**config.mk**
```make
export PLATFORM = sky130hd
export DESIGN_NAME = zarith_varint_encoder
export DESIGN_NICKNAME = d
export VERILOG_FILES = /design/src/hw/rtl/zve_pkg.sv /design/src/hw/rtl/zve_datapath.sv /design/src/hw/rtl/zve_ctrl.sv /design/src/hw/rtl/zarith_varint_encoder.sv
export SDC_FILE = /design/constraint.sdc
export NUM_CORES = 1
export LEC_CHECK = 0
export BUFFER_PORTS_ARGS = -buffer_cell sky130_fd_sc_hd__buf_4
export CAP_MARGIN = 10
export CORE_MARGIN = 2
export CORE_UTILIZATION = 30
export CTS_BUF_LIST = sky130_fd_sc_hd__clkbuf_16
export CTS_CLUSTER_SIZE = 25
export DETAILED_ROUTE_END_ITERATION = 12
export GPL_TIMING_DRIVEN = 0
export PLACE_DENSITY = 0.46
export SYNTH_ARGS = -nofsm -noshare
export SYNTH_HDL_FRONTEND = slang
export SYNTH_HIERARCHICAL = 1
export SYNTH_SLANG_ARGS = --single-unit
```
**constraint.sdc**
```tcl
create_clock -name clk -period 7.82 [get_ports clk]
set_input_delay 0.391 -clock clk [delete_from_list [all_inputs] [get_ports clk]]
set_output_delay 0.391 -clock clk [all_outputs]
set_load 0.005 [all_outputs]
```
**src/hw/rtl/zve_pkg.sv**
```systemverilog
// Shared types and constants for the varint encoder.
`default_nettype none
package zve_pkg;

  // Width of one input magnitude and of one data group.
  localparam int unsigned MagW   = 64;
  localparam int unsigned GroupW = 7;

  // Encoding modes carried on the command field.
  typedef enum logic {
    CMD_NATURAL = 1'b0,
    CMD_SIGNED  = 1'b1
  } zve_mode_t;

  // Commands from the controller to the datapath.
  typedef struct packed {
    logic load;   // capture a new number into the shift register
    logic shift;  // advance to the next 7-bit group
  } zve_cmd_t;

  // Status from the datapath to the controller.
  typedef struct packed {
    logic last;   // the current byte is the final one of the number
  } zve_sts_t;

endpackage : zve_pkg
`default_nettype wire

```
**src/hw/rtl/zve_datapath.sv**
```systemverilog
// Datapath: the group register and the remaining-magnitude shift register.
`default_nettype none
module zve_datapath
  import zve_pkg::*;
(
  input  wire logic             clk,
  input  wire zve_cmd_t         cmd,
  input  wire logic             in_cmd,
  input  wire logic [MagW-1:0]  in_magnitude,
  input  wire logic             in_negative,
  output zve_sts_t              sts,
  output logic      [7:0]       out_byte,
  output logic                  out_last
);

  logic [GroupW-1:0] cur_r, cur_nxt;
  logic [MagW-1:0]   rest_r, rest_nxt;
  logic              mag_nz;

  // Form the first group and the remainder for the selected mode.
  always_comb begin
    mag_nz   = (in_magnitude != '0);
    cur_nxt  = cur_r;
    rest_nxt = rest_r;
    if (cmd.load) begin
      if (zve_mode_t'(in_cmd) == CMD_SIGNED) begin
        // Sign sits in bit 6; a zero magnitude never carries a sign.
        cur_nxt  = {in_negative & mag_nz, in_magnitude[5:0]};
        rest_nxt = in_magnitude >> 6;
      end else begin
        cur_nxt  = in_magnitude[GroupW-1:0];
        rest_nxt = in_magnitude >> GroupW;
      end
    end else if (cmd.shift) begin
      cur_nxt  = rest_r[GroupW-1:0];
      rest_nxt = rest_r >> GroupW;
    end
  end

  // Payload registers need no reset.
  always_ff @(posedge clk) begin
    cur_r  <= cur_nxt;
    rest_r <= rest_nxt;
  end

  // The byte is final once nothing remains to send.
  assign sts.last = (rest_r == '0);
  assign out_last = sts.last;
  assign out_byte = {~sts.last, cur_r};

endmodule : zve_datapath
`default_nettype wire

```
**src/hw/rtl/zve_ctrl.sv**
```systemverilog
// Controller: sequences load and shift commands and drives the handshakes.
`default_nettype none
module zve_ctrl
  import zve_pkg::*;
(
  input  wire logic     clk,
  input  wire logic     rst_n,
  input  wire logic     in_valid,
  output logic          in_stall,
  output logic          out_valid,
  input  wire logic     out_stall,
  input  wire zve_sts_t sts,
  output zve_cmd_t      cmd
);

  typedef enum logic [1:0] {
    ST_IDLE = 2'b01,
    ST_EMIT = 2'b10
  } zve_state_t;

  zve_state_t state_r, state_nxt;
  logic       in_acc;
  logic       out_acc;

  // A new number is taken when idle or when the final byte leaves this cycle.
  always_comb begin
    out_valid = (state_r == ST_EMIT);
    out_acc   = out_valid & ~out_stall;
    in_stall  = out_valid & ~(out_acc & sts.last);
    in_acc    = in_valid & ~in_stall;
    cmd.load  = in_acc;
    cmd.shift = out_acc & ~sts.last;
  end

  // Next-state logic.
  always_comb begin
    state_nxt = state_r;
    case (state_r)
      ST_IDLE: begin
        if (in_acc) state_nxt = ST_EMIT;
      end
      ST_EMIT: begin
        if (in_acc) begin
          state_nxt = ST_EMIT;
        end else if (out_acc && sts.last) begin
          state_nxt = ST_IDLE;
        end
      end
      default: state_nxt = ST_IDLE;
    endcase
  end

  always_ff @(posedge clk) begin
    if (!rst_n) begin
      state_r <= ST_IDLE;
    end else begin
      state_r <= state_nxt;
    end
  end

endmodule : zve_ctrl
`default_nettype wire

```
**src/hw/rtl/zarith_varint_encoder.sv**
```systemverilog
// Top level of the variable-length integer encoder.
//
// Input channel (in_valid / in_stall): one beat carries a mode (in_cmd), a
// 64-bit magnitude and a sign flag. Natural mode emits unsigned LEB128;
// signed mode puts six magnitude bits and the sign in the first byte.
// Output channel (out_valid / out_stall): one beat per encoded byte, least
// significant group first, with out_last set on the final byte. Bit 7 of
// out_byte is the continuation flag.
// Latency: the first byte is presented the cycle after the input beat.
// Throughput: a number of N bytes (1 to 10) is sent as N output beats; the
// next number is accepted in the same cycle that the final byte of the
// current one is taken, so back-to-back numbers follow without a gap. The
// limit is the single 64-bit shift register, one group per unstalled cycle.
// Reset (rst_n low, synchronous) returns the controller to idle and drops
// out_valid; anything in flight is discarded.
// While the receiver stalls, the current byte is held unchanged and no new
// number is accepted.
`default_nettype none
module zarith_varint_encoder
  import zve_pkg::*;
(
  input  wire logic            clk,
  input  wire logic            rst_n,
  input  wire logic            in_valid,
  output logic                 in_stall,
  input  wire logic            in_cmd,
  input  wire logic [MagW-1:0] in_magnitude,
  input  wire logic            in_negative,
  output logic                 out_valid,
  input  wire logic            out_stall,
  output logic      [7:0]      out_byte,
  output logic                 out_last
);

  zve_cmd_t cmd;
  zve_sts_t sts;

  zve_ctrl u_ctrl (
    .clk       (clk),
    .rst_n     (rst_n),
    .in_valid  (in_valid),
    .in_stall  (in_stall),
    .out_valid (out_valid),
    .out_stall (out_stall),
    .sts       (sts),
    .cmd       (cmd)
  );

  zve_datapath u_dp (
    .clk          (clk),
    .cmd          (cmd),
    .in_cmd       (in_cmd),
    .in_magnitude (in_magnitude),
    .in_negative  (in_negative),
    .sts          (sts),
    .out_byte     (out_byte),
    .out_last     (out_last)
  );

  // An accepted number always shows a byte in the next cycle.
  a_load_shows: assert property (@(posedge clk) disable iff (!rst_n)
    (in_valid && !in_stall) |=> out_valid)
    else $error("no output byte after an accepted input beat");

  // A new number may only enter when the final byte is leaving.
  a_overlap: assert property (@(posedge clk) disable iff (!rst_n)
    (in_valid && !in_stall && out_valid) |-> (out_last && !out_stall))
    else $error("input accepted while earlier bytes remain");

  // Load and shift never both fire.
  a_cmd_excl: assert property (@(posedge clk) disable iff (!rst_n)
    !(cmd.load && cmd.shift))
    else $error("load and shift issued together");

  // A non-final byte that is taken leaves another byte behind.
  a_continue: assert property (@(posedge clk) disable iff (!rst_n)
    (out_valid && !out_stall && !out_last) |=> out_valid)
    else $error("encoding ended before its final byte");

endmodule : zarith_varint_encoder
`default_nettype wire

```
After elaboration in Yosys (flattened, before gate mapping)
Cells that the tools add are included. W data, S select, Z words.

ROM bits: 0. Word-level logic and storage cells: 32. Bits in latches: 0. Memories kept: 0. Bits of input ports: 70. Flip-flop bits (word level): 73. RAM bits: 0.

Bitwise logic cells: 10. Add/subtract/negate cells: 0. Reductions and logical operators: 5. Muxes and demuxes: 10. $lt $le $gt $ge: 0. Equal/unequal tests: 4. Divide/modulo/power cells: 0. Shift operators: 0. Multiply operators: 0.

Operators by type and width (number): $mux W64 (2); $logic_not A64 Y1 (1); $reduce_bool A64 Y1 (1); $mux W58 (1); $mux W7 (3); $and A1 B1 Y1 (6); $mux W2 (3); $not A1 Y1 (4); $pmux W2 S2 (1); $ne A3 B1 Y1 const B (1); $eq A2 B1 Y1 const B (1); $eq A2 B2 Y1 const B (1); $ne A2 B1 Y1 const B (1); $reduce_and A2 Y1 (1); $reduce_bool A2 Y1 (1); $logic_and A1 B1 Y1 (1).

Longest topological paths before layout
Gate-level depths: netlist (run 1).

Word-level depth: 9. Depth in mapped cells: 14.

Hierarchy
Netlist (run 1), hierarchy kept.

By module, submodules not included: zve_datapath (cells each 306, area an instance 3475.8 µm², instances 1); zve_ctrl (cells each 22, area an instance 191.4 µm², instances 1).

Worst setup path after synthesis (run 1)
OpenSTA, ideal clock, no wires.

Path kind: register to register. From: reg u_dp.rest_r[13]. To: reg u_dp.cur_r[0] (enable). Arrival time: 3.248 ns. Stages on the path, launching flop included: 13. Setup slack: 4.177 ns. Clock period less this slack: 3.643 ns. Setup time: 0.395 ns. Path buffers: 4. Path through: edfxtp_1 > nor4_1 > nand4_1 > or4_4 > inv_2 > buf_4 > nand2b_4 > and2_1 > nor2_1 > buf_4 > clkbuf_1 > buf_2 > or2_2.

RTL lines: start: declaration (RTL line zve_datapath.sv:17) `logic [MagW-1:0] rest_r, rest_nxt;`; start signal: assignment (RTL line zve_datapath.sv:43) `rest_r <= rest_nxt;`; $logic_not A64 Y1 (RTL line zve_datapath.sv:47) `assign sts.last = (rest_r == '0);`; $not A1 Y1; named net out_byte[7] (RTL line zarith_varint_encoder.sv:31) `output logic [7:0] out_byte,`; $and A1 B1 Y1 (RTL line zve_ctrl.sv:32) `cmd.shift = out_acc & ~sts.last;`; $reduce_bool A2 Y1 (no line); end signal: assignment (RTL line zve_datapath.sv:42) `cur_r <= cur_nxt;`; end: declaration (RTL line zve_datapath.sv:16) `logic [GroupW-1:0] cur_r, cur_nxt;`.

The timed path passes the listed nets, and every way through them passes these cells. A chain may end at the register's enable or synchronous reset.

Worst setup path after layout (run 1)
From: reg u_dp.rest_r[25]. To: reg u_dp.rest_r[42] (enable).

Cells in the longest elaborated chain, start to end: 7.

Ends and longest elaborated chain: $logic_not A64 Y1 (RTL line zve_datapath.sv:47); named net sts (RTL line zarith_varint_encoder.sv:36) `zve_sts_t sts;`; $and A1 B1 Y1 (RTL line zve_ctrl.sv:29) `in_stall = out_valid & ~(out_acc & sts.last);`; $not A1 Y1 (RTL line zve_ctrl.sv:29); $and A1 B1 Y1 (RTL line zve_ctrl.sv:29); $not A1 Y1 (RTL line zve_ctrl.sv:30) `in_acc = in_valid & ~in_stall;`; $and A1 B1 Y1 (RTL line zve_ctrl.sv:30); named net u_ctrl.in_acc (RTL line zve_ctrl.sv:22) `logic in_acc;`; $reduce_bool A2 Y1 (no line).

The timed path passes the listed nets, and every way through them passes these cells.

==> impl_metrics.xml, run 1 <==
<?xml version="1.0" encoding="UTF-8"?>
<metrics>
  <group name="logic_synthesis">
    <metric name="yosys_register_bits" unit="">67</metric>
    <metric name="yosysWarningCount" unit="">6</metric>
    <metric name="seq_area_frac_synth" unit="%">54.3</metric>
    <metric name="synth.avg_cell_area" unit="µm²">11.2</metric>
    <metric name="dominantRegCellSynth" unit="">sky130_fd_sc_hd__edfxtp_1</metric>
    <metric name="synth_edf_count" unit="">65</metric>
    <metric name="ys_async_sr_fraction" unit="%">0</metric>
    <metric name="synth.cell_area" unit="µm²">3670</metric>
    <metric name="synth.distinct_cells" unit="">32</metric>
    <metric name="synthCells" unit="">328</metric>
    <metric name="syn_nets" unit="">400</metric>
  </group>
  <group name="clock_tree">
    <metric name="cts-root-to-sink-buffers" unit="">2</metric>
    <metric name="cts_tree" unit="">built</metric>
    <metric name="post-cts-setup-buffers" unit="">0</metric>
    <metric name="hold_fix_buffers_cts" unit="">0</metric>
    <metric name="htree_num_levels" unit="">3</metric>
    <metric name="cts.sink_count" unit="">67</metric>
    <metric name="ctsResizeCount" unit="">0</metric>
    <metric name="clock_tree.root_cell" unit="">sky130_fd_sc_hd__clkbuf_16</metric>
    <metric name="numCtsBuffers" unit="">9</metric>
    <metric name="clk-insertion-delay-late" unit="ns">0.32</metric>
    <metric name="cts.reportedPaths.clkPinSlew" unit="ns">0.05</metric>
  </group>
  <group name="global_routing">
    <metric name="grt_remaining_overflow" unit="">0</metric>
    <metric name="grt_max_degree" unit="">66</metric>
    <metric name="grt_pass1_vias" unit="">2852</metric>
    <metric name="grtUsageTotal" unit="%">15.9</metric>
    <metric name="antenna_violations_before_repair" unit="">0</metric>
    <metric name="grt_first_pass_wirelength" unit="mm">15.6</metric>
  </group>
  <group name="drt">
    <metric name="vias_per_std_cell" unit="">5.07</metric>
    <metric name="detail_route.iter0.violations" unit="">130</metric>
    <metric name="wl" unit="mm">10.4</metric>
    <metric name="num_vias" unit="">2890</metric>
    <metric name="number_of_design_rule_violations_left_after_detail_routing" unit="">0</metric>
    <metric name="drt-wirelength-per-cell" unit="µm">18.2</metric>
    <metric name="final_antenna_net_count" unit="">0</metric>
    <metric name="drt_pass1_iterations" unit="">4</metric>
  </group>
  <group name="place">
    <metric name="hpwl_after_dpl" unit="mm">7.86</metric>
    <metric name="dp_worst_setup_slack" unit="ns">3.42</metric>
    <metric name="placement.io_buffers" unit="">79</metric>
    <metric name="detailed_place.area" unit="µm²">4450</metric>
    <metric name="globalplace.congestion" unit="">0.797</metric>
  </group>
  <group name="worst_setup_path">
    <metric name="worstPathRequired" unit="ns">7.76</metric>
    <metric name="path_max_fanout" unit="">65</metric>
    <metric name="critical_path_arrival" unit="ns">4.34</metric>
    <metric name="critPathCaptureType" unit="">flip-flop</metric>
    <metric name="worst_reg_to_reg_path_cell_count" unit="">12</metric>
    <metric name="timing.critical_path.from_type" unit="">flip-flop</metric>
    <metric name="criticalPathCategory" unit="">reg -&gt; reg</metric>
  </group>
  <group name="sta">
    <metric name="fmax" unit="MHz">228</metric>
    <metric name="hold_violations" unit="">0</metric>
    <metric name="maxSlewViolCount" unit="">0</metric>
    <metric name="setup-violations-final" unit="">0</metric>
    <metric name="timing.final.crit_share" unit="%">56.2</metric>
    <metric name="setup_repair_after_global_routing_missed_its_margin" unit="">false</metric>
    <metric name="final.setup.worst_slack" unit="ns">3.43</metric>
    <metric name="maximum_clock_skew_at_final_layout" unit="ns">0.00367</metric>
    <metric name="finalHoldWorstSlack" unit="ns">0.352</metric>
    <metric name="post-route-min-period" unit="ns">4.39</metric>
    <metric name="fin_tns_setup" unit="ns">0</metric>
    <metric name="timing.max_slew.rel_slack" unit="%">38.0</metric>
    <metric name="worst_pin_slew" unit="ns">0.930</metric>
  </group>
  <group name="power_and_ir_drop">
    <metric name="power.share.combinational" unit="%">22.3</metric>
    <metric name="pwr-share-clk" unit="%">30.2</metric>
    <metric name="max_rail_drop_vdd" unit="mV">0.0955</metric>
    <metric name="powerDensity" unit="nW/µm²">244</metric>
    <metric name="post-layout-total-power" unit="W">0.00115</metric>
    <metric name="p_sw_share" unit="%">28.5</metric>
    <metric name="power_frac_seq" unit="%">47.5</metric>
    <metric name="power.leakage" unit="nW">1.90</metric>
    <metric name="cell_internal_pwr" unit="W">0.000821</metric>
    <metric name="p_switching" unit="W">0.000328</metric>
  </group>
  <group name="outcome">
    <metric name="status" unit="">finished clean</metric>
  </group>
  <group name="floorplanning">
    <metric name="die_outline_area" unit="µm²">13100</metric>
    <metric name="io_pins" unit="">81</metric>
    <metric name="floorplan.rows" unit="">40</metric>
    <metric name="die_width" unit="µm">115</metric>
    <metric name="initial_core_util" unit="%">30.7</metric>
    <metric name="floorplan.core_area" unit="µm²">12000</metric>
    <metric name="chipHeight" unit="µm">115</metric>
  </group>
  <group name="job">
    <metric name="cap_violations" unit="">0</metric>
  </group>
  <group name="layout">
    <metric name="layout.cells.most_common_list" unit="">sky130_fd_sc_hd__buf_4 (81), sky130_fd_sc_hd__edfxtp_1 (65), sky130_fd_sc_hd__mux2i_1 (57)</metric>
    <metric name="stdcell_area" unit="µm²">4700</metric>
    <metric name="antenna_cells" unit="">0</metric>
    <metric name="final_layout_size_suffix_gt1_share" unit="%">27.9</metric>
    <metric name="area.growth.synth_to_final" unit="%">28.2</metric>
    <metric name="final_nets" unit="">490</metric>
    <metric name="layout.cells.most_common" unit="">sky130_fd_sc_hd__buf_4</metric>
  </group>
  <group name="worst_hold_path">
    <metric name="timing.hold.worst_path_depth" unit="">2</metric>
    <metric name="timing.hold.worst.class" unit="">in -&gt; reg</metric>
  </group>
</metrics>
-- cell families (layout without fill, tap and decap cells) --
logic type / count (synthesis) / count (layout) / share of synthesized area [%]
AND/OR/NAND/NOR: 109 / 109 / 15.6
buffers and inverters: 27 / 122 / 3.38
AO/OA/AOI/OAI: 60 / 60 / 8.63
adder cells (fa/ha/maj): 2 / 2 / 0.682
flip-flops: 67 / 67 / 54.3
multiplexers: 63 / 63 / 17.4
-- critical path: stages (launching register included) --
cell and delay, ns:
sky130_fd_sc_hd__edfxtp_1 0.39, sky130_fd_sc_hd__nor4_1 0.53, sky130_fd_sc_hd__nand4_1 0.23, sky130_fd_sc_hd__or4_4 0.60
sky130_fd_sc_hd__inv_2 0.07, sky130_fd_sc_hd__buf_4 0.11, sky130_fd_sc_hd__nand2b_4 0.06, sky130_fd_sc_hd__and2_1 0.17
sky130_fd_sc_hd__nor2_1 0.09, sky130_fd_sc_hd__buf_4 0.11, sky130_fd_sc_hd__clkbuf_1 0.47, sky130_fd_sc_hd__buf_2 0.35
sky130_fd_sc_hd__or2_4 0.79
-- Yosys cell counts (2+ instances only) --
master                     instances  share of area, %
sky130_fd_sc_hd__nor2b_1           8               1.4
sky130_fd_sc_hd__inv_1             4              0.41
sky130_fd_sc_hd__a21oi_1          52               7.1
sky130_fd_sc_hd__nor4_1           30               5.1
sky130_fd_sc_hd__ha_1              2              0.68
sky130_fd_sc_hd__nand3_1           2              0.27
sky130_fd_sc_hd__mux2i_1          57                16
sky130_fd_sc_hd__o21ai_0           3              0.41
sky130_fd_sc_hd__nor2_1           53               5.4
sky130_fd_sc_hd__nand4_1           7               1.2
sky130_fd_sc_hd__mux2_2            6               1.8
sky130_fd_sc_hd__buf_4             2              0.41
sky130_fd_sc_hd__buf_2            12               1.6
sky130_fd_sc_hd__dfxtp_1           2               1.1
sky130_fd_sc_hd__clkbuf_1          7              0.72
sky130_fd_sc_hd__edfxtp_1         65                53
-- routing by layer --
layer / track usage [%] / wire, µm / vias to the layer above
met5: 0 / 0 / -
met1: 22.7 / 4870 / 1377
met2: 24.5 / 4790 / 75
li1: - / - / 1431
met4: 3.98 / 110 / 0
met3: 3.60 / 609 / 7
-- registers in the layout, indices dropped and copies added (netlist names) --
signal	count
u_dp/rest_r	58
u_ctrl/state_r	2
u_dp/cur_r	7
-- per-stage QoR --
stage / utilization [%] / cells
3_3_place_gp: 37.2 / 554
6_report: 39.3 / 570
5_1_grt: 39.3 / 570
4_1_cts: 39.3 / 570
3_5_place_dp: 37.2 / 554
2_1_floorplan: - / 328
-- final timing paths --
path                          start  slack, ns                end
hold / removal                rst_n       0.35  u_ctrl/state_r[1]
setup reg to reg    u_dp/rest_r[25]       3.43    u_dp/rest_r[42]
hold reg to reg   u_ctrl/state_r[1]       0.59  u_ctrl/state_r[1]
setup / recovery    u_dp/rest_r[25]       3.43    u_dp/rest_r[42]
-- area by class of cell --
class / count / area, µm²
clock buffer: 9 / 225
timing repair buffer: 79 / 593
multi-input combinational: 234 / 1550
inverter: 5 / 18.8
sequential: 67 / 1990
tap: 147 / 184
clock inverter: 7 / 31.3
fill: 1185 / 7260
buffer: 22 / 105
-- power by group through the flow --
stage | registers [W] | logic [W] | clock network (W)
global route | 0.000552 | 0.000284 | 0.000373
floorplan | 0.000535 | 0.000158 | 0
CTS | 0.000545 | 0.000257 | 0.000356
finish | 0.000545 | 0.000257 | 0.000347
detailed placement | 0.000552 | 0.000256 | 0
global placement | 0.000553 | 0.000254 | 0
Power figures use the tool's default switching activity.
==> inputs of run 2 (changes only) <==
- PLACE_DENSITY: 0.46 -> 0.48
- clock period: 7.82 -> 3.6 ns (I/O delays scaled with it)
==> impl_metrics.xml, run 2 (synthesis gave the netlist of run 1 again) <==
<?xml version="1.0" encoding="UTF-8"?>
<metrics>
  <group name="floorplanning">
    <metric name="floorplan.rows" unit="">40</metric>
    <metric name="io_pins" unit="">81</metric>
    <metric name="chipHeight" unit="µm">115</metric>
    <metric name="floorplan.core_area" unit="µm²">12000</metric>
    <metric name="initial_core_util" unit="%">30.7</metric>
    <metric name="die_width" unit="µm">115</metric>
    <metric name="die_outline_area" unit="µm²">13100</metric>
  </group>
  <group name="layout">
    <metric name="area.growth.synth_to_final" unit="%">30.9</metric>
    <metric name="area_used_by_multi_input_combinational_logic" unit="µm²">1580</metric>
    <metric name="final_nets" unit="">492</metric>
    <metric name="final_layout_size_suffix_gt1_share" unit="%">28.7</metric>
    <metric name="antenna_cells" unit="">0</metric>
    <metric name="largest_register_ffs" unit="">58</metric>
    <metric name="layout.cells.most_common_list" unit="">sky130_fd_sc_hd__buf_4 (81), sky130_fd_sc_hd__edfxtp_1 (65), sky130_fd_sc_hd__mux2i_1 (57)</metric>
    <metric name="layout.cells.most_common" unit="">sky130_fd_sc_hd__buf_4</metric>
    <metric name="layoutNonFillerInstCount" unit="">572</metric>
    <metric name="count_of_filler_cells_inserted_in_the_layout" unit="">1160</metric>
    <metric name="final_design_utilization" unit="%">40.1</metric>
    <metric name="biggestRegsByFlops" unit="">u_dp/rest_r x58, u_dp/cur_r x7, u_ctrl/state_r x2</metric>
    <metric name="top_register" unit="">u_dp/rest_r</metric>
    <metric name="ff_latch_area" unit="µm²">1990</metric>
  </group>
  <group name="worst_hold_path">
    <metric name="capture_endpoint_of_the_worst_hold_path" unit="">u_ctrl/state_r[1]</metric>
    <metric name="timing.hold.worst.class" unit="">in -&gt; reg</metric>
    <metric name="worstHoldStart" unit="">rst_n</metric>
    <metric name="timing.hold.worst_path_depth" unit="">2</metric>
  </group>
  <group name="drt">
    <metric name="final_antenna_net_count" unit="">0</metric>
    <metric name="wl" unit="mm">10.5</metric>
    <metric name="num_vias" unit="">2924</metric>
    <metric name="vias_per_std_cell" unit="">5.11</metric>
    <metric name="number_of_design_rule_violations_left_after_detail_routing" unit="">0</metric>
    <metric name="drt-wirelength-per-cell" unit="µm">18.3</metric>
    <metric name="detail_route.iter0.violations" unit="">183</metric>
    <metric name="drt_pass1_iterations" unit="">4</metric>
  </group>
  <group name="global_routing">
    <metric name="grtUsageTotal" unit="%">16.4</metric>
    <metric name="grt_remaining_overflow" unit="">0</metric>
    <metric name="grt_pass1_vias" unit="">2984</metric>
    <metric name="antenna_violations_before_repair" unit="">0</metric>
    <metric name="grt_first_pass_wirelength" unit="mm">16.0</metric>
    <metric name="grt_max_degree" unit="">18</metric>
  </group>
  <group name="sta">
    <metric name="final.setup.worst_slack" unit="ns">0.188</metric>
    <metric name="worst_pin_slew" unit="ns">0.940</metric>
    <metric name="setup-violations-final" unit="">0</metric>
    <metric name="fmax" unit="MHz">293</metric>
    <metric name="post-route-min-period" unit="ns">3.41</metric>
    <metric name="maximum_clock_skew_at_final_layout" unit="ns">0.00393</metric>
    <metric name="maxSlewViolCount" unit="">0</metric>
    <metric name="setup_repair_after_global_routing_missed_its_margin" unit="">false</metric>
    <metric name="fin_tns_setup" unit="ns">0</metric>
    <metric name="timing.final.crit_share" unit="%">94.8</metric>
    <metric name="hold_violations" unit="">0</metric>
    <metric name="timing.max_slew.rel_slack" unit="%">36.7</metric>
  </group>
  <group name="place">
    <metric name="globalplace.congestion" unit="">0.811</metric>
    <metric name="hpwl_after_dpl" unit="mm">7.67</metric>
    <metric name="placement.io_buffers" unit="">79</metric>
    <metric name="dp_worst_setup_slack" unit="ns">-0.714</metric>
    <metric name="dp.cells" unit="">554</metric>
  </group>
  <group name="clock_tree">
    <metric name="clk-insertion-delay-late" unit="ns">0.32</metric>
    <metric name="cts-root-to-sink-buffers" unit="">2</metric>
    <metric name="hold_fix_buffers_cts" unit="">0</metric>
    <metric name="cts_tree" unit="">built</metric>
    <metric name="numCtsBuffers" unit="">9</metric>
    <metric name="clock_tree.root_cell" unit="">sky130_fd_sc_hd__clkbuf_16</metric>
    <metric name="cts.reportedPaths.clkPinSlew" unit="ns">0.05</metric>
    <metric name="post-cts-setup-buffers" unit="">0</metric>
    <metric name="cts.sink_count" unit="">67</metric>
    <metric name="htree_num_levels" unit="">3</metric>
  </group>
  <group name="power_and_ir_drop">
    <metric name="pwr-share-clk" unit="%">35.9</metric>
    <metric name="max_rail_drop_vdd" unit="mV">0.242</metric>
    <metric name="p_switching" unit="W">0.000726</metric>
    <metric name="power.share.combinational" unit="%">21.0</metric>
    <metric name="power_frac_seq" unit="%">43.2</metric>
    <metric name="power.leakage" unit="nW">1.93</metric>
    <metric name="powerDensity" unit="nW/µm²">569</metric>
    <metric name="p_sw_share" unit="%">26.6</metric>
    <metric name="cell_internal_pwr" unit="W">0.00200</metric>
  </group>
  <group name="worst_setup_path">
    <metric name="launch_instance_of_the_worst_register_to_register_path" unit="">u_dp/rest_r[24]</metric>
    <metric name="timing.critical_path.from_type" unit="">flip-flop</metric>
    <metric name="critical_path_arrival" unit="ns">3.47</metric>
    <metric name="worst_reg_to_reg_path_cell_count" unit="">12</metric>
    <metric name="criticalPathCategory" unit="">reg -&gt; reg</metric>
    <metric name="rrSetupSlack" unit="ns">0.19</metric>
    <metric name="regToRegEndpoint" unit="">u_dp/rest_r[13]</metric>
    <metric name="critPathCaptureType" unit="">flip-flop</metric>
    <metric name="worstPathRequired" unit="ns">3.65</metric>
    <metric name="critical_path_start" unit="">u_dp/rest_r[24]</metric>
    <metric name="path_max_fanout" unit="">13</metric>
  </group>
  <group name="outcome">
    <metric name="status" unit="">finished clean</metric>
  </group>
  <group name="job">
    <metric name="cap_violations" unit="">0</metric>
  </group>
</metrics>
run 2: cell types whose count changed in the layout (fill, tap and decap cells not counted), sizes merged:
| cell | previous run | this run |
|---|---|---|
| inv | 8 | 6 |
| clkbuf | 16 | 15 |
| clkinv | 4 | 3 |
| or2 | 1 | 4 |
| bufinv | 0 | 3 |
run 2: area by class of cell:
cell class	count	area share (%)
Buffer	21	2.11
Inverter	5	0.391
Timing Repair Buffer	79	12.4
Clock buffer	9	4.69
Clock inverter	7	2.24
Tap cell	147	3.83
Multi-Input combinational cell	237	32.9
Sequential cell	67	41.5
run 2: repair_timing:
action / CTS / global route
pin swaps: 1 / 0
endpoints found under the setup margin: 119 / 32
gates resized for setup: 1 / 2
cloned: 3 / 0
endpoints found under the hold margin: 0 / 0
run 2: power groups by stage:
stage          sequential [W]  clock [W]  combinational [W]
6_report              0.00118   0.000979           0.000572
3_5_place_dp          0.00120          0           0.000554
4_1_cts               0.00118   0.000997           0.000572
5_1_grt               0.00120    0.00103           0.000638
2_1_floorplan         0.00116          0           0.000345
3_3_place_gp          0.00120          0           0.000546
run 2: per-layer routing:
| metal | GRT usage (%) | up-vias | wire length [µm] |
|---|---|---|---|
| met5 | 0 | - | 0 |
| met4 | 4.63 | 0 | 110 |
| met3 | 3.65 | 10 | 622 |
| met2 | 26.3 | 84 | 4940 |
| met1 | 22.3 | 1398 | 4820 |
| li1 | - | 1432 | - |
run 2: metrics by stage:
| step | instance area, µm² | total power, W | hold WS, ns |
|---|---|---|---|
| 6_report | 4800 | 0.00273 | 0.139 |
| 5_1_grt | 4800 | 0.00286 | 0.136 |
| 4_1_cts | 4800 | 0.00275 | 0.126 |
| 3_5_place_dp | 4450 | 0.00175 | 0.468 |
| 3_3_place_gp | 4450 | 0.00174 | 0.470 |
| 2_1_floorplan | 3670 | 0.00151 | 0.322 |
run 2: critical path: stages, from the launching register on:
cell                       delay [ns]
sky130_fd_sc_hd__edfxtp_1        0.40
sky130_fd_sc_hd__nor4_1          0.50
sky130_fd_sc_hd__nand4_1         0.22
sky130_fd_sc_hd__or4_4           0.60
sky130_fd_sc_hd__inv_2           0.07
sky130_fd_sc_hd__buf_4           0.12
sky130_fd_sc_hd__nand2b_4        0.06
sky130_fd_sc_hd__and2_1          0.17
sky130_fd_sc_hd__nor2_1          0.09
sky130_fd_sc_hd__buf_4           0.20
sky130_fd_sc_hd__buf_2           0.28
sky130_fd_sc_hd__buf_2           0.29
sky130_fd_sc_hd__a21oi_1         0.13
run 2: worst max path at each step:
stage | end | slack [ns] | cells past startpoint
3_3_place_gp | u_dp/rest_r[37] | -0.70 | 12
3_5_place_dp | u_dp/rest_r[17] | -0.71 | 12
6_report | u_dp/rest_r[13] | 0.19 | 12
2_1_floorplan | u_dp/cur_r[0] | 0.27 | 12
4_1_cts | u_dp/rest_r[5] | 0.03 | 11
5_1_grt | u_dp/rest_r[3] | 0.02 | 12
==> inputs of run 3 (changes only) <==
- CORE_UTILIZATION: 30 -> 25
- GPL_ROUTABILITY_DRIVEN: unset -> 0
- PLACE_DENSITY: 0.48 -> 0.41
==> impl_metrics.xml, run 3 (synthesis gave the netlist of run 1 again) <==
<?xml version="1.0" encoding="UTF-8"?>
<metrics>
  <group name="clock_tree">
    <metric name="cts.sink_count" unit="">67</metric>
    <metric name="hold_fix_buffers_cts" unit="">0</metric>
    <metric name="cts-root-to-sink-buffers" unit="">2</metric>
    <metric name="post-cts-setup-buffers" unit="">0</metric>
    <metric name="cts.reportedPaths.clkPinSlew" unit="ns">0.05</metric>
    <metric name="clock_tree.root_cell" unit="">sky130_fd_sc_hd__clkbuf_16</metric>
    <metric name="numCtsBuffers" unit="">9</metric>
    <metric name="clk-insertion-delay-late" unit="ns">0.32</metric>
    <metric name="cts_tree" unit="">built</metric>
    <metric name="htree_num_levels" unit="">3</metric>
  </group>
  <group name="floorplanning">
    <metric name="initial_core_util" unit="%">25.4</metric>
    <metric name="floorplan.core_area" unit="µm²">14400</metric>
    <metric name="die_width" unit="µm">125</metric>
    <metric name="io_pins" unit="">81</metric>
    <metric name="die_outline_area" unit="µm²">15700</metric>
    <metric name="floorplan.rows" unit="">44</metric>
    <metric name="chipHeight" unit="µm">125</metric>
  </group>
  <group name="sta">
    <metric name="setup_repair_after_global_routing_missed_its_margin" unit="">false</metric>
    <metric name="hold_violations" unit="">0</metric>
    <metric name="setup-violations-final" unit="">0</metric>
    <metric name="timing.max_slew.rel_slack" unit="%">37.4</metric>
    <metric name="maximum_clock_skew_at_final_layout" unit="ns">0.00487</metric>
    <metric name="post-route-min-period" unit="ns">3.41</metric>
    <metric name="worst_pin_slew" unit="ns">0.931</metric>
    <metric name="fmax" unit="MHz">293</metric>
    <metric name="timing.final.crit_share" unit="%">94.8</metric>
    <metric name="maxSlewViolCount" unit="">0</metric>
    <metric name="fin_tns_setup" unit="ns">0</metric>
  </group>
  <group name="worst_setup_path">
    <metric name="criticalPathCategory" unit="">reg -&gt; reg</metric>
    <metric name="worst_path_largest_cell_delay" unit="ns">0.61</metric>
    <metric name="worst_path_max_delay_cell" unit="">sky130_fd_sc_hd__or4_4</metric>
    <metric name="cell_by_cell_listing_of_the_critical_path" unit="">nor4_2, nand4_1, or4_4, inv_2, buf_4, nand2b_4, and2_1, nor2_1, buf_4, buf_2, buf_2, a21oi_1</metric>
    <metric name="number_of_buffers_and_inverters_on_the_critical_path" unit="">5</metric>
    <metric name="worstPathRequired" unit="ns">3.65</metric>
    <metric name="critPathCaptureType" unit="">flip-flop</metric>
    <metric name="critical_path_arrival" unit="ns">3.46</metric>
    <metric name="timing.critical_path.from_type" unit="">flip-flop</metric>
    <metric name="path_max_fanout" unit="">13</metric>
    <metric name="critical_path.top_delay_family" unit="">simple AND/OR/NAND/NOR gates</metric>
  </group>
  <group name="layout">
    <metric name="stdcell_area" unit="µm²">4800</metric>
    <metric name="layout.cells.most_common" unit="">sky130_fd_sc_hd__buf_4</metric>
    <metric name="largest_register_ffs" unit="">58</metric>
    <metric name="top_register" unit="">u_dp/rest_r</metric>
    <metric name="layout.cells.most_common_list" unit="">sky130_fd_sc_hd__buf_4 (81), sky130_fd_sc_hd__edfxtp_1 (65), sky130_fd_sc_hd__mux2i_1 (57)</metric>
    <metric name="ff_latch_area" unit="µm²">1990</metric>
    <metric name="area_used_by_multi_input_combinational_logic" unit="µm²">1590</metric>
    <metric name="antenna_cells" unit="">0</metric>
    <metric name="count_of_filler_cells_inserted_in_the_layout" unit="">1506</metric>
    <metric name="final_nets" unit="">492</metric>
    <metric name="final_layout_size_suffix_gt1_share" unit="%">28.0</metric>
    <metric name="biggestRegsByFlops" unit="">u_dp/rest_r x58, u_dp/cur_r x7, u_ctrl/state_r x2</metric>
    <metric name="area.growth.synth_to_final" unit="%">30.9</metric>
  </group>
  <group name="power_and_ir_drop">
    <metric name="cell_internal_pwr" unit="W">0.00186</metric>
    <metric name="power_frac_seq" unit="%">45.8</metric>
    <metric name="p_switching" unit="W">0.000729</metric>
    <metric name="p_sw_share" unit="%">28.2</metric>
    <metric name="max_rail_drop_vdd" unit="mV">0.270</metric>
    <metric name="power.share.combinational" unit="%">22.3</metric>
    <metric name="power.leakage" unit="nW">1.91</metric>
    <metric name="powerDensity" unit="nW/µm²">539</metric>
    <metric name="pwr-share-clk" unit="%">31.9</metric>
  </group>
  <group name="global_routing">
    <metric name="grt_first_pass_wirelength" unit="mm">17.3</metric>
    <metric name="antenna_violations_before_repair" unit="">0</metric>
    <metric name="grt_pass1_vias" unit="">3065</metric>
    <metric name="grtUsageTotal" unit="%">14.5</metric>
    <metric name="grt_max_degree" unit="">18</metric>
    <metric name="grt_remaining_overflow" unit="">0</metric>
  </group>
  <group name="place">
    <metric name="hpwl_after_dpl" unit="mm">8.27</metric>
    <metric name="detailed_place.area" unit="µm²">4490</metric>
    <metric name="placement.io_buffers" unit="">79</metric>
  </group>
  <group name="drt">
    <metric name="number_of_design_rule_violations_left_after_detail_routing" unit="">0</metric>
    <metric name="num_vias" unit="">2946</metric>
    <metric name="wl" unit="mm">11.4</metric>
    <metric name="drt_pass1_iterations" unit="">4</metric>
    <metric name="detail_route.iter0.violations" unit="">232</metric>
    <metric name="vias_per_std_cell" unit="">4.84</metric>
    <metric name="drt-wirelength-per-cell" unit="µm">18.6</metric>
    <metric name="final_antenna_net_count" unit="">0</metric>
  </group>
  <group name="job">
    <metric name="cap_violations" unit="">0</metric>
  </group>
  <group name="outcome">
    <metric name="status" unit="">finished clean</metric>
  </group>
  <group name="worst_hold_path">
    <metric name="timing.hold.worst.class" unit="">in -&gt; reg</metric>
  </group>
</metrics>
[run 3: changes by cell type in the layout (fill, tap and decap cells not counted), sizes merged]
cell / before / now
bufinv: 3 / 1
inv: 6 / 8
[run 3: final timing paths]
path	from	to	slack, ns	cells after the start
setup / recovery	u_dp/rest_r[25]	u_dp/rest_r[3]	0.19	12
hold / removal	rst_n	u_ctrl/state_r[1]	0.15	2
setup reg to reg	u_dp/rest_r[25]	u_dp/rest_r[3]	0.19	12
hold reg to reg	u_dp/rest_r[0]	u_dp/cur_r[0]	0.58	1
[run 3: timing repair]
| action | 4_1_cts | 5_1_grt |
|---|---|---|
| gates resized for setup | 3 | 1 |
| cloned | 3 | 0 |
| pin swaps | 1 | 0 |
| setup endpoints to repair | 119 | 106 |
[run 3: power groups by stage]
stage	clock network [W]	logic, W	registers (W)
after floorplan	0	0.000345	0.00116
after global placement	0	0.000555	0.00120
after detailed placement	0	0.000561	0.00120
after CTS	0.000850	0.000580	0.00118
after global routing	0.000877	0.000640	0.00121
final	0.000826	0.000576	0.00118
[run 3: final cells by class]
cell class | count | area share [%]
clock buffers | 9 | 4.69
well taps | 184 | 4.80
multi-input cells | 237 | 33.1
plain buffers | 21 | 2.11
inverters | 5 | 0.391
flip-flops and latches | 67 | 41.5
repair buffers | 79 | 12.4
clock inverters | 7 | 1.09
[run 3: through the flow]
| stage | hold WS, ns | power [W] | setup WS, ns | instances | utilization (%) |
|---|---|---|---|---|---|
| after floorplan | 0.322 | 0.00151 | 0.272 | 328 | - |
| after global placement | 0.469 | 0.00176 | -0.811 | 591 | 31.2 |
| final | 0.149 | 0.00259 | 0.187 | 609 | 33.3 |
| after global routing | 0.138 | 0.00272 | 0.0302 | 609 | 33.3 |
| after detailed placement | 0.472 | 0.00176 | -0.855 | 591 | 31.2 |
| after CTS | 0.133 | 0.00262 | 0.0556 | 609 | 33.2 |
[run 3: per-layer routing]
layer  share of wire, %  up-vias  track usage (%)
met5                  0        -                0
li1                   -     1436                -
met1                 48     1411             20.2
met3                4.0       16             2.44
met4                1.9        0             5.56
met2                 46       83             22.7
